<file path="src/orpc_pkg.sv">
// shared types and constants for the onc rpc record deframer and validator
package orpc_pkg;

  // field offset counter, wide enough to hold a full header capture
  localparam int unsigned FLD_W = 7;

  localparam logic [31:0] ANY_XID    = 32'hFFFF_FFFF;
  localparam logic [31:0] PROG_LIMIT = 32'h6000_0000;
  localparam logic [31:0] PORTMAP    = 32'd100000;

  localparam logic [1:0] V_OK = 2'd0;
  localparam logic [1:0] V_NC = 2'd1;
  localparam logic [1:0] V_NM = 2'd2;

  typedef enum logic [7:0] {
    PH_MARK   = 8'b0000_0001,
    PH_HEAD   = 8'b0000_0010,
    PH_CRED   = 8'b0000_0100,
    PH_CBODY  = 8'b0000_1000,
    PH_VERF   = 8'b0001_0000,
    PH_VBODY  = 8'b0010_0000,
    PH_STATUS = 8'b0100_0000,
    PH_TAIL   = 8'b1000_0000
  } ph_e;

  typedef enum logic [2:0] {
    EX_CALL  = 3'b001,
    EX_REPLY = 3'b010,
    EX_DONE  = 3'b100
  } ex_e;

  typedef enum logic [1:0] {
    PM_NONE    = 2'd0,
    PM_GETADDR = 2'd1,
    PM_GETPORT = 2'd2
  } pm_e;

  typedef enum logic [1:0] {
    EV_REC  = 2'd0,
    EV_BAIL = 2'd1,
    EV_NM   = 2'd2
  } ev_kind_e;

  // one request from the parser to the exchange checker
  typedef struct packed {
    ev_kind_e    kind;
    logic        dir;
    logic [31:0] xid;
    logic [31:0] prog;
    logic        c_basic;
    logic        c_v3p3;
    logic        c_v2p3;
    logic        c_ga;
    logic        c_gp;
    logic        r_basic;
    logic        r_rs0;
    logic        r_rs1;
    logic        r_st4;
    logic        r_st5;
    logic        r_ga;
    logic        r_gp;
  } ev_t;

endpackage

</file>
<file path="src/orpc_front.sv">
// per-direction record marking parser that classifies completed records and reports failed ones
module orpc_front import orpc_pkg::*; #(
  parameter int unsigned HEADER_BYTES = 56
) (
  input  logic       clk_i,
  input  logic       rst_ni,
  input  logic       in_valid_i,
  output logic       in_ready_o,
  input  logic [7:0] data_byte_i,
  input  logic       from_responder_i,
  output logic       ev_valid_o,
  output ev_t        ev_o,
  input  logic       ev_ready_i
);

  localparam int unsigned AW = $clog2(HEADER_BYTES);
  localparam logic [FLD_W-1:0] HB = FLD_W'(HEADER_BYTES);

  // current byte
  logic       cur_v_q;
  logic [7:0] cur_b_q;
  logic       cur_d_q;
  logic [2:0] iter_q;
  logic       halted_q;

  // per-direction parser state
  ph_e              ph_q  [2];
  ph_e              rph_q [2];
  logic [31:0]      fw_q  [2];
  logic [31:0]      fo_q  [2];
  logic [31:0]      abl_q [2];
  logic [FLD_W-1:0] fld_q [2];
  logic [1:0]       mc_q  [2];

  logic [7:0] hdr_q [2][HEADER_BYTES];

  ph_e              s_ph, s_rph, n_ph, n_rph;
  logic [31:0]      s_fw, s_fo, s_abl, n_fw, n_fo, n_abl;
  logic [FLD_W-1:0] s_fld, n_fld, cls_size;
  logic [1:0]       s_mc, n_mc;
  logic [30:0]      flen;
  logic             fs, fs2, do_vb;
  logic             cons, bail, emit, close, done, step_en;
  logic             wr_hit;
  logic [FLD_W-1:0] wr_addr, head_base, verf_base;
  logic [31:0]      a;
  logic [7:0]       view [64];
  logic [31:0]      w0, w1, w2, w3, w4, w5, w6, w7, w9, w12;

  assign s_ph  = ph_q[cur_d_q];
  assign s_rph = rph_q[cur_d_q];
  assign s_fw  = fw_q[cur_d_q];
  assign s_fo  = fo_q[cur_d_q];
  assign s_abl = abl_q[cur_d_q];
  assign s_fld = fld_q[cur_d_q];
  assign s_mc  = mc_q[cur_d_q];

  assign flen      = s_fw[30:0];
  assign fs        = (s_fo != {1'b0, flen});
  assign head_base = cur_d_q ? FLD_W'(12) : FLD_W'(24);
  assign verf_base = cur_d_q ? FLD_W'(12) : FLD_W'(32);

  // header store write for this step
  always_comb begin
    wr_hit  = 1'b0;
    wr_addr = '0;
    case (s_ph)
      PH_HEAD: begin
        wr_hit  = fs && (s_fld < head_base);
        wr_addr = s_fld;
      end
      PH_CRED: begin
        wr_hit  = fs && (s_fld < FLD_W'(8));
        wr_addr = FLD_W'(24) + s_fld;
      end
      PH_VERF: begin
        wr_hit  = fs && (s_fld < FLD_W'(8));
        wr_addr = verf_base + s_fld;
      end
      PH_STATUS: begin
        wr_hit  = fs && (s_fld < FLD_W'(4));
        wr_addr = FLD_W'(20) + s_fld;
      end
      PH_TAIL: begin
        wr_hit  = fs && (s_fld < HB);
        wr_addr = s_fld;
      end
      default: ;
    endcase
  end

  // store view with the byte of this step merged in, zero past the store
  for (genvar j = 0; j < 64; j++) begin : g_view
    if (j < HEADER_BYTES) begin : g_in
      assign view[j] = (wr_hit && wr_addr == FLD_W'(j)) ? cur_b_q : hdr_q[cur_d_q][j];
    end else begin : g_out
      assign view[j] = 8'h00;
    end
  end

  assign w0  = {view[0],  view[1],  view[2],  view[3]};
  assign w1  = {view[4],  view[5],  view[6],  view[7]};
  assign w2  = {view[8],  view[9],  view[10], view[11]};
  assign w3  = {view[12], view[13], view[14], view[15]};
  assign w4  = {view[16], view[17], view[18], view[19]};
  assign w5  = {view[20], view[21], view[22], view[23]};
  assign w6  = {view[24], view[25], view[26], view[27]};
  assign w7  = {view[28], view[29], view[30], view[31]};
  assign w9  = {view[36], view[37], view[38], view[39]};
  assign w12 = {view[48], view[49], view[50], view[51]};

  // one parser step
  always_comb begin
    n_ph     = s_ph;
    n_rph    = s_rph;
    n_fw     = s_fw;
    n_fo     = s_fo;
    n_abl    = s_abl;
    n_fld    = s_fld;
    n_mc     = s_mc;
    cons     = 1'b0;
    bail     = 1'b0;
    emit     = 1'b0;
    close    = 1'b0;
    do_vb    = 1'b0;
    fs2      = 1'b0;
    a        = '0;
    cls_size = s_fld;
    case (s_ph)
      PH_MARK: begin
        n_fw = {s_fw[23:0], cur_b_q};
        cons = 1'b1;
        if (s_mc == 2'd3) begin
          n_mc = '0;
          n_fo = '0;
          n_ph = s_rph;
        end else begin
          n_mc = s_mc + 2'd1;
        end
      end
      PH_HEAD: begin
        if (wr_hit) begin
          n_fld = s_fld + FLD_W'(1);
          n_fo  = s_fo + 32'd1;
          cons  = 1'b1;
        end
        if (n_fld >= head_base) begin
          if (!cur_d_q) begin
            if (w1 != 32'd0 || w2 != 32'd2) begin
              bail = 1'b1;
            end else begin
              n_ph  = PH_CRED;
              n_fld = '0;
            end
          end else if (w1 != 32'd1) begin
            emit = 1'b1;
          end else begin
            n_ph  = PH_VERF;
            n_fld = '0;
          end
        end
      end
      PH_CRED: begin
        if (wr_hit) begin
          n_fld = s_fld + FLD_W'(1);
          n_fo  = s_fo + 32'd1;
          cons  = 1'b1;
        end
        if (n_fld >= FLD_W'(8)) begin
          a = w7;
          if (({1'b0, n_fo} + {1'b0, a}) > {2'b0, flen}) begin
            bail = 1'b1;
          end else begin
            n_abl = a;
            n_ph  = PH_CBODY;
            n_fld = '0;
          end
        end
      end
      PH_CBODY: begin
        if (fs && s_abl != 32'd0) begin
          n_abl = s_abl - 32'd1;
          n_fo  = s_fo + 32'd1;
          cons  = 1'b1;
        end
        if (n_abl == 32'd0) begin
          n_ph  = PH_VERF;
          n_fld = '0;
        end
      end
      PH_VERF: begin
        if (wr_hit) begin
          n_fld = s_fld + FLD_W'(1);
          n_fo  = s_fo + 32'd1;
          cons  = 1'b1;
        end
        if (n_fld >= FLD_W'(8)) begin
          a = cur_d_q ? w4 : w9;
          if (({1'b0, n_fo} + {1'b0, a}) > {2'b0, flen}) begin
            bail = 1'b1;
          end else begin
            n_abl = a;
            n_ph  = PH_VBODY;
            n_fld = '0;
            do_vb = 1'b1;
            fs2   = fs && !cons;
          end
        end
      end
      PH_VBODY: begin
        do_vb = 1'b1;
        fs2   = fs;
      end
      PH_STATUS: begin
        if (wr_hit) begin
          n_fld = s_fld + FLD_W'(1);
          n_fo  = s_fo + 32'd1;
          cons  = 1'b1;
        end
        if (n_fld >= FLD_W'(4)) begin
          n_ph  = PH_TAIL;
          n_fld = FLD_W'(24);
        end
        // fragment ends inside or right after the status word
        if (n_fo >= {1'b0, flen}) close = 1'b1;
      end
      PH_TAIL: begin
        if (fs) begin
          if (wr_hit) n_fld = s_fld + FLD_W'(1);
          n_fo = s_fo + 32'd1;
          cons = 1'b1;
        end
        if (n_fo >= {1'b0, flen}) close = 1'b1;
      end
      default: n_ph = PH_MARK;
    endcase

    // verifier body, also entered straight from the verifier length
    if (do_vb) begin
      if (fs2 && n_abl != 32'd0) begin
        n_abl = n_abl - 32'd1;
        n_fo  = n_fo + 32'd1;
        cons  = 1'b1;
      end
      if (n_abl == 32'd0) begin
        if (!cur_d_q) begin
          n_ph  = PH_TAIL;
          n_fld = FLD_W'(40);
          if (n_fo >= {1'b0, flen}) close = 1'b1;
        end else begin
          n_ph = PH_STATUS;
          if (({1'b0, n_fo} + 33'd4) > {2'b0, flen}) bail = 1'b1;
          n_fld = '0;
        end
      end
    end

    if (close) begin
      cls_size = n_fld;
      if (s_fw[31]) begin
        n_rph = PH_HEAD;
        n_fld = '0;
      end else begin
        n_rph = n_ph;
      end
      n_ph = PH_MARK;
    end

    // fragment ran out mid-header
    if (!bail && !emit && n_ph != PH_MARK && n_ph != PH_TAIL &&
        n_fo >= {1'b0, n_fw[30:0]}) begin
      if (n_fw[31]) begin
        bail = 1'b1;
      end else begin
        n_rph = n_ph;
        n_ph  = PH_MARK;
      end
    end
  end

  // record classification for the exchange checker
  always_comb begin
    ev_o = '0;
    ev_o.kind    = bail ? EV_BAIL : (emit ? EV_NM : EV_REC);
    ev_o.dir     = cur_d_q;
    ev_o.xid     = w0;
    ev_o.prog    = w3;
    ev_o.c_basic = (cls_size >= FLD_W'(40)) && (w1 == 32'd0) && (w2 == 32'd2);
    ev_o.c_v3p3  = (w4 == 32'd3) && (w5 == 32'd3);
    ev_o.c_v2p3  = (w4 == 32'd2) && (w5 == 32'd3);
    ev_o.c_ga    = (cls_size >= FLD_W'(52)) && (w12 != 32'd0) && (w12[31:7] == '0) &&
                   (w12[6:0] <= (cls_size - FLD_W'(52)));
    ev_o.c_gp    = (cls_size >= FLD_W'(56));
    ev_o.r_basic = (cls_size >= FLD_W'(24)) && (w1 == 32'd1);
    ev_o.r_rs0   = (w2 == 32'd0);
    ev_o.r_rs1   = (w2 == 32'd1);
    ev_o.r_st4   = (w5 > 32'd4);
    ev_o.r_st5   = (w5 > 32'd5);
    ev_o.r_ga    = (cls_size >= FLD_W'(28)) && (w6 != 32'd0) && (w6[31:7] == '0) &&
                   (w6[6:0] <= (cls_size - FLD_W'(28)));
    ev_o.r_gp    = (cls_size >= FLD_W'(28));
  end

  assign step_en    = cur_v_q && !halted_q && ev_ready_i;
  assign ev_valid_o = step_en && (bail || emit || (close && s_fw[31]));
  assign done       = cons || bail || emit || (iter_q == 3'd7);
  assign in_ready_o = !cur_v_q || halted_q || (step_en && done);

  always_ff @(posedge clk_i or negedge rst_ni) begin
    if (!rst_ni) begin
      cur_v_q  <= 1'b0;
      iter_q   <= '0;
      halted_q <= 1'b0;
      for (int d = 0; d < 2; d++) begin
        ph_q[d]  <= PH_MARK;
        rph_q[d] <= PH_HEAD;
        fw_q[d]  <= '0;
        fo_q[d]  <= '0;
        abl_q[d] <= '0;
        fld_q[d] <= '0;
        mc_q[d]  <= '0;
      end
    end else begin
      if (in_valid_i && in_ready_o) begin
        cur_v_q <= 1'b1;
        iter_q  <= '0;
      end else if (in_ready_o) begin
        cur_v_q <= 1'b0;
      end else if (step_en) begin
        iter_q <= iter_q + 3'd1;
      end
      if (step_en) begin
        if (bail) halted_q <= 1'b1;
        ph_q[cur_d_q]  <= n_ph;
        rph_q[cur_d_q] <= n_rph;
        fw_q[cur_d_q]  <= n_fw;
        fo_q[cur_d_q]  <= n_fo;
        abl_q[cur_d_q] <= n_abl;
        fld_q[cur_d_q] <= n_fld;
        mc_q[cur_d_q]  <= n_mc;
      end
    end
  end

  always_ff @(posedge clk_i) begin
    if (in_valid_i && in_ready_o) begin
      cur_b_q <= data_byte_i;
      cur_d_q <= from_responder_i;
    end
    if (step_en && wr_hit) begin
      hdr_q[cur_d_q][wr_addr[AW-1:0]] <= cur_b_q;
    end
  end

endmodule

</file>
<file path="src/orpc_evq.sv">
// two-entry request queue between parser and exchange checker
module orpc_evq import orpc_pkg::*; (
  input  logic clk_i,
  input  logic rst_ni,
  input  logic in_valid_i,
  output logic in_ready_o,
  input  ev_t  in_i,
  output logic out_valid_o,
  input  logic out_ready_i,
  output ev_t  out_o
);

  ev_t        mem_q [2];
  logic       wr_ptr_q, rd_ptr_q;
  logic [1:0] cnt_q;
  logic       push, pop;

  assign in_ready_o  = (cnt_q != 2'd2);
  assign out_valid_o = (cnt_q != 2'd0);
  assign out_o       = mem_q[rd_ptr_q];
  assign push        = in_valid_i && in_ready_o;
  assign pop         = out_valid_o && out_ready_i;

  always_ff @(posedge clk_i or negedge rst_ni) begin
    if (!rst_ni) begin
      wr_ptr_q <= 1'b0;
      rd_ptr_q <= 1'b0;
      cnt_q    <= '0;
    end else begin
      if (push) wr_ptr_q <= !wr_ptr_q;
      if (pop) rd_ptr_q <= !rd_ptr_q;
      cnt_q <= cnt_q + {1'b0, push} - {1'b0, pop};
    end
  end

  always_ff @(posedge clk_i) begin
    if (push) mem_q[wr_ptr_q] <= in_i;
  end

endmodule

</file>
<file path="src/orpc_back.sv">
// call/reply exchange checker and result register
module orpc_back import orpc_pkg::*; (
  input  logic        clk_i,
  input  logic        rst_ni,
  input  logic        ev_valid_i,
  output logic        ev_ready_o,
  input  ev_t         ev_i,
  output logic        out_valid_o,
  input  logic        out_ready_i,
  output logic [1:0]  verdict_o,
  output logic        verdict_direction_o,
  output logic [31:0] program_number_o
);

  ex_e         ex_q, ex_d;
  logic [31:0] sx_q, sx_d, sp_q, sp_d;
  pm_e         kind_q, kind_d;
  logic        out_v_q;
  logic [1:0]  verdict_q;
  logic        dir_q;
  logic [31:0] prog_q;

  logic        pop, has_v, xmatch;
  logic [1:0]  v;
  logic [31:0] p;

  assign ev_ready_o = !out_v_q || out_ready_i;
  assign pop        = ev_valid_i && ev_ready_o;
  assign xmatch     = (sx_q == ev_i.xid) || (sx_q == ANY_XID);

  always_comb begin
    ex_d   = ex_q;
    sx_d   = sx_q;
    sp_d   = sp_q;
    kind_d = kind_q;
    has_v  = 1'b0;
    v      = V_NM;
    p      = '0;
    case (ev_i.kind)
      EV_BAIL: begin
        has_v = 1'b1;
        v     = ev_i.dir ? V_NM : V_NC;
      end
      EV_NM: begin
        has_v = 1'b1;
      end
      EV_REC: begin
        case (ex_q)
          EX_CALL: begin
            if (!ev_i.dir) begin
              ex_d = EX_DONE;
              if (!ev_i.c_basic) begin
                has_v = 1'b1;
                v     = V_NC;
              end else begin
                sp_d = ev_i.prog;
                if (ev_i.prog >= PROG_LIMIT) begin
                  has_v = 1'b1;
                  v     = V_NC;
                end else begin
                  kind_d = PM_NONE;
                  if (ev_i.prog == PORTMAP && ev_i.c_v3p3) begin
                    if (!ev_i.c_ga) begin
                      has_v = 1'b1;
                      v     = V_NC;
                    end else begin
                      kind_d = PM_GETADDR;
                    end
                  end else if (ev_i.prog == PORTMAP && ev_i.c_v2p3) begin
                    if (!ev_i.c_gp) begin
                      has_v = 1'b1;
                      v     = V_NC;
                    end else begin
                      kind_d = PM_GETPORT;
                    end
                  end
                  if (!has_v) begin
                    sx_d = ev_i.xid;
                    ex_d = EX_REPLY;
                  end
                end
              end
            end
          end
          EX_REPLY: begin
            if (ev_i.dir) begin
              ex_d  = EX_DONE;
              has_v = 1'b1;
              if (ev_i.r_basic && xmatch) begin
                if (ev_i.r_rs0) begin
                  if (!ev_i.r_st4) begin
                    if (sx_q == ANY_XID && ev_i.xid != ANY_XID) begin
                      // wildcard call answered: back to waiting for a call
                      ex_d  = EX_CALL;
                      has_v = 1'b0;
                    end else if ((kind_q == PM_GETADDR && !ev_i.r_ga) ||
                                 (kind_q == PM_GETPORT && !ev_i.r_gp)) begin
                      v = V_NM;
                    end else begin
                      ex_d = EX_CALL;
                      v    = V_OK;
                      p    = sp_q;
                    end
                  end
                end else if (ev_i.r_rs1 && !ev_i.r_st5) begin
                  ex_d = EX_CALL;
                  v    = V_OK;
                end
              end
            end
          end
          default: has_v = 1'b1;
        endcase
      end
      default: ;
    endcase
  end

  always_ff @(posedge clk_i or negedge rst_ni) begin
    if (!rst_ni) begin
      ex_q    <= EX_CALL;
      sx_q    <= '0;
      sp_q    <= '0;
      kind_q  <= PM_NONE;
      out_v_q <= 1'b0;
    end else begin
      if (pop) begin
        ex_q    <= ex_d;
        sx_q    <= sx_d;
        sp_q    <= sp_d;
        kind_q  <= kind_d;
        out_v_q <= has_v;
      end else if (out_ready_i) begin
        out_v_q <= 1'b0;
      end
    end
  end

  always_ff @(posedge clk_i) begin
    if (pop && has_v) begin
      verdict_q <= v;
      dir_q     <= ev_i.dir;
      prog_q    <= p;
    end
  end

  assign out_valid_o         = out_v_q;
  assign verdict_o           = verdict_q;
  assign verdict_direction_o = dir_q;
  assign program_number_o    = prog_q;

endmodule

</file>
<file path="src/onc_rpc_record_deframe_validate_core.sv">
// top level: onc rpc record deframer with call/reply validation
// a byte that ends a record or fails a check shows its verdict after the parser step, the
// request queue and the result register, and later when that byte needs extra parser steps
// throughput: one byte per cycle while the request queue has room; a byte is held while
// parser steps that move phase without using the byte run
// reset clears parser, exchange and queue state; the header store is not cleared
module onc_rpc_record_deframe_validate_core import orpc_pkg::*; #(
  parameter int unsigned HEADER_BYTES = 56
) (
  input  logic        clk_i,
  input  logic        rst_ni,
  input  logic        in_valid_i,
  output logic        in_ready_o,
  input  logic [7:0]  data_byte_i,
  input  logic        from_responder_i,
  output logic        out_valid_o,
  input  logic        out_ready_i,
  output logic [1:0]  verdict_o,
  output logic        verdict_direction_o,
  output logic [31:0] program_number_o
);

  logic f_valid, f_ready, b_valid, b_ready;
  ev_t  f_ev, b_ev;

  orpc_front #(
    .HEADER_BYTES(HEADER_BYTES)
  ) u_front (
    .clk_i           (clk_i),
    .rst_ni          (rst_ni),
    .in_valid_i      (in_valid_i),
    .in_ready_o      (in_ready_o),
    .data_byte_i     (data_byte_i),
    .from_responder_i(from_responder_i),
    .ev_valid_o      (f_valid),
    .ev_o            (f_ev),
    .ev_ready_i      (f_ready)
  );

  orpc_evq u_evq (
    .clk_i      (clk_i),
    .rst_ni     (rst_ni),
    .in_valid_i (f_valid),
    .in_ready_o (f_ready),
    .in_i       (f_ev),
    .out_valid_o(b_valid),
    .out_ready_i(b_ready),
    .out_o      (b_ev)
  );

  orpc_back u_back (
    .clk_i              (clk_i),
    .rst_ni             (rst_ni),
    .ev_valid_i         (b_valid),
    .ev_ready_o         (b_ready),
    .ev_i               (b_ev),
    .out_valid_o        (out_valid_o),
    .out_ready_i        (out_ready_i),
    .verdict_o          (verdict_o),
    .verdict_direction_o(verdict_direction_o),
    .program_number_o   (program_number_o)
  );

endmodule

</file>
<file path="config.mk">
export PLATFORM = sky130hd
export DESIGN_NAME = onc_rpc_record_deframe_validate_core
export DESIGN_NICKNAME = d
export VERILOG_FILES = /design/src/orpc_pkg.sv /design/src/orpc_front.sv /design/src/orpc_evq.sv /design/src/orpc_back.sv /design/src/onc_rpc_record_deframe_validate_core.sv
export SDC_FILE = /design/constraint.sdc
export NUM_CORES = 2
export LEC_CHECK = 0
export BUFFER_PORTS_ARGS = -buffer_cell sky130_fd_sc_hd__buf_2
export CORE_UTILIZATION = 30
export CTS_CLUSTER_DIAMETER = 80
export DETAILED_ROUTE_END_ITERATION = 8
export SLEW_MARGIN = 10
export SYNTH_ARGS = -nofsm -noshare
export SYNTH_HDL_FRONTEND = slang
export SYNTH_SLANG_ARGS = --single-unit
</file>
<file path="constraint.sdc">
create_clock -name clk_i -period 73.8 [get_ports clk_i]
set_input_delay 22.14 -clock clk_i [delete_from_list [all_inputs] [get_ports clk_i]]
set_output_delay 22.14 -clock clk_i [all_outputs]
set_load 0.05 [all_outputs]
</file>
==> summary.md <==
| Metric | Value |
|---|---|
| Mapped Avg Cell Area | 10.5 um2 |
| CP max stage delay | 0.80 ns |
| Min-Delay Endpoint | u_front.halted_q$_DFFE_PN0P_ |
| DR DRC count | 0 |
| Hold_ws | 0.460 ns |
| Peak VDD IR | 0.0238 mV |
| Clock sinks | 1164 |
| Primary FF master, synth | edfxtp_1 |
| ANT nets after route | 0 |
| Core area | 220000 um2 |
| Crit. End Element | output pin |
| Pint | 1.46 mW |
| DRT Pass-1 Iters | 8 |
| Fin Setup TNS | 0 ns |
| Layout Cells excl Fill | 9466 |
| Setup Viol. Count Final | 0 |
| CTS tree | yes |
| Die Span Y | 473 um |
| # placed instances | 9238 |
| Post_cts resized | 0 |
| Final period utilization | 0.588 |
| Post-CTS Setup Inserts | 0 |
| Async S/R FF share, synth | 0.276 |
| Synth cell types | 133 |
| Initial antenna violation count | 10 |
| Vias in the first global route | 50000 |
| CTS Hold Buffers Added | 0 |
| Share of layout cells above drive strength 1 | 0.0995 |
| Crit path max-delay family | simple AND/OR/NAND/NOR gates |
| Gate power share | 0.446 |
| Most frequent cells in the layout | edfxtp_1 (842), nand2_1 (797), o21ai_0 (471), nor2_1 (417), ha_1 (321) |
| Buf+Inv Stages, Crit Path | 9 |
| Routed wire per std cell | 26.4 um |
| PD cells | 34.6 nW/um2 |
| GRT overflow | 0 |
| Max FO, Critical Path | 93 |
| Power share of the clock group | 0.237 |
| Sw Ratio | 0.436 |
| Worst R2R Path Depth | 79 |
| Worst Hold Class | reg2reg |
| Crit path top cell by count | ha_1 |
| I/O pin cnt | 50 |
| Pre-CTS WS | 31.72 ns |
| Clock Pin Slew Worst Setup and Hold Paths | 0.07 ns |
| Leak | 28.5 nW |
| Initial Util | 0.303 |
| WS Path Type | reg2out |
| Count of flip-flops with a built-in enable after synthesis | 842 |
| Die Width | 473 um |
| R2R Setup Slk | 51.65 ns |
| Fin. max-slew vios | 0 |
| Register area share after synthesis | 0.500 |
| Placement Rows | 172 |
| Run status | finished, final reports clean |
| Fillers | 22000 |
| Clock Path Buffers | 3 |
| Worst-Margin Slew | 1.34 ns |
| Leading cell type in the layout, fill and taps excluded | edfxtp_1 |
| Arr. time, crit path | 21.22 ns |
| Warnings, synthesis | 0 |
| Minimum clock period | 43.36 ns |
| Cts bufs inserted | 118 |
| Slew headroom | 0.0822 |
| Area Growth Syn to Fin | 12.5% |
| RSZ-0062 raised after global routing | no |
| # Max-Cap Violations | 0 |
| Routed via count | 53000 |
| Largest net degree at the start of global routing | 106 |
| Final nets | 6737 |
| Overall Power | 2.59 mW |
| Reg-to-reg startpoint | u_front.cur_d_q$_DFFE_PP_ |
| Mapped Cells | 6330 |
| F_max | 23.1 MHz |
| Worst Hold Depth | 1 |
| CP startpoint kind | flop |
| Buffers added on ports | 49 |
| Sequential share of power | 0.316 |
| Final Hold Fails | 0 |
| Final WL | 250 mm |
| Clock Latency Late Sink | 0.82 ns |
| CP max-delay cell | nor4_1 |
| Post-synth design cell area | 66600 um2 |
| Die footprint | 224000 um2 |
| Crit Reg-Reg Endpoint | u_evq.mem_q[1][8]$_DFFE_PP_ |
| Vias/cell | 5.59 |
| Start point of the worst hold path | u_front.halted_q$_DFFE_PN0P_ |
| #FFs+latches synth | 1164 |
| GRT Overall Usage | 0.217 |
| Post-Syn Nets | 6667 |
| Clock skew | 0.0876 ns |
| Root Driver | clkbuf_16 |
| DPL Wire Length | 186 mm |
| Sw Pwr | 1.13 mW |
| Setup ws final | 30.44 ns |
| CTS H-tree depth | 3 |
| First-pass GRT wire length | 357 mm |
| Iteration-0 DRC Markers | 6393 |
| Critical path data required time | 51.66 ns |
| Routability cong. | 1.03 |
[power groups by stage]
| stage | sequential [mW] | combinational, mW | clock (mW) |
|---|---|---|---|
| global route | 0.825 | 1.22 | 0.651 |
| detailed placement | 0.831 | 1.12 | 0 |
| global placement | 0.830 | 1.11 | 0 |
| CTS | 0.819 | 1.12 | 0.627 |
| floorplan | 0.848 | 0.666 | 0 |
| finish | 0.820 | 1.16 | 0.615 |
[sequential cells by signal, indices dropped and copies added (netlist names), 2 cells and up, named ones only]
register                 flops
u_back.ex_q                  3
u_back.kind_q                2
u_back.program_number_o     32
u_back.sp_q                 32
u_back.sx_q                 32
u_back.verdict_o             2
u_evq.cnt_q                  2
u_evq.mem_q                158
u_front.abl_q               64
u_front.cur_b_q              8
u_front.fld_q               14
u_front.fo_q                64
u_front.fw_q                64
u_front.hdr_q              640
u_front.iter_q               3
u_front.mc_q                 4
u_front.ph_q                16
u_front.rph_q               16
[worst max-delay path by stage]
stage                              start         end  slack [ns]  cells after the start
3_5_place_dp   u_front.cur_d_q$_DFFE_PP_  in_ready_o       31.72                     73
2_1_floorplan  u_front.cur_d_q$_DFFE_PP_  in_ready_o       32.84                     98
6_report       u_front.cur_d_q$_DFFE_PP_  in_ready_o       30.44                     73
4_1_cts        u_front.cur_d_q$_DFFE_PP_  in_ready_o       30.83                     73
3_3_place_gp   u_front.cur_d_q$_DFFE_PP_  in_ready_o       31.98                     73
5_1_grt        u_front.cur_d_q$_DFFE_PP_  in_ready_o       29.25                     76
[kinds of logic (layout without fill, tap and decap cells)]
group	Yosys count	after routing	synth area share
compound gates	1429	1429	0.140
xor+xnor	320	320	0.0423
fa+ha+maj	325	325	0.0613
buf+inv	482	653	0.0291
flops	1164	1164	0.500
mux	415	415	0.0653
other cells	0	7	0
simple gates	2195	2195	0.162
[metrics by stage]
stage	utilization	instance area [um2]
after floorplan	-	66600
after global placement	0.322	70900
after detailed placement	0.322	70900
after CTS	0.340	74900
after global routing	0.340	74900
final	0.340	74900
[Yosys cell counts (15+ instances only)]
library cell  number  area (um2)
o21ai_1           15        75.1
buf_1             38         143
nor3_1           140         701
o31ai_1           28         210
inv_1            202         758
nor2b_1           75         469
xnor2_1          244        2140
nor4b_1           17         149
a221oi_1          21         184
a21oi_1          310        1550
nand2_1          799        3000
a22o_1            15         131
a31oi_1           49         307
xor2_1            74         648
a41oi_1           17         149
and2_1            41         257
nand3_1          145         726
o22ai_1           39         244
a211oi_1          44         330
o21ai_0          471        2360
and4_1            16         140
or3_1             39         244
nand4_1          114         713
and3_1            40         250
o211ai_1          42         315
mux2_2            88         991
clkbuf_1         194         728
or2_2             24         150
dfrtp_1          316        7910
buf_2             28         140
nand2b_1          67         419
nor3b_1           18         135
edfxtp_1         842       25300
ha_1             321        4020
a21o_1            71         533
or4_1             21         158
nor2_1           421        1580
o21a_1            42         315
mux2i_1          318        3180
a221o_1           22         220
nor4_1           132         826
a2111oi_0         18         158
[layer usage]
layer	vias to the layer above	wire length, um	GRT usage
met2	2487	106000	0.320
met1	26200	110000	0.306
li1	23800	-	-
met5	-	239	0
met4	8	9980	0.0812
met3	479	23500	0.0507
[worst register-to-register path, delay by kind of cell (launching register included)]
kind                       cells  cell delay [ns]
AOI/OAI and AO/OA             43            11.81
buffers and inverters          8             2.05
and+or+nand+nor               20             5.45
adders and majority gates      7             2.22
DFF                            1             0.33
xor gates and xnor gates       1             0.09
[area by class of cell]
cell class | instances | area, um2 | area share
Tap cell | 2958 | 3700 | 0.0494
Multi-Input combinational cell | 4684 | 31500 | 0.420
Inverter | 203 | 762 | 0.0102
Timing Repair Buffer | 229 | 1660 | 0.0221
Sequential cell | 1164 | 33400 | 0.445
Antenna cell | 7 | 17.5 | 0.000234
Clock buffer | 143 | 3090 | 0.0412
Clock inverter | 78 | 901 | 0.0120
Note: power is estimated with default switching activity, not from simulation.
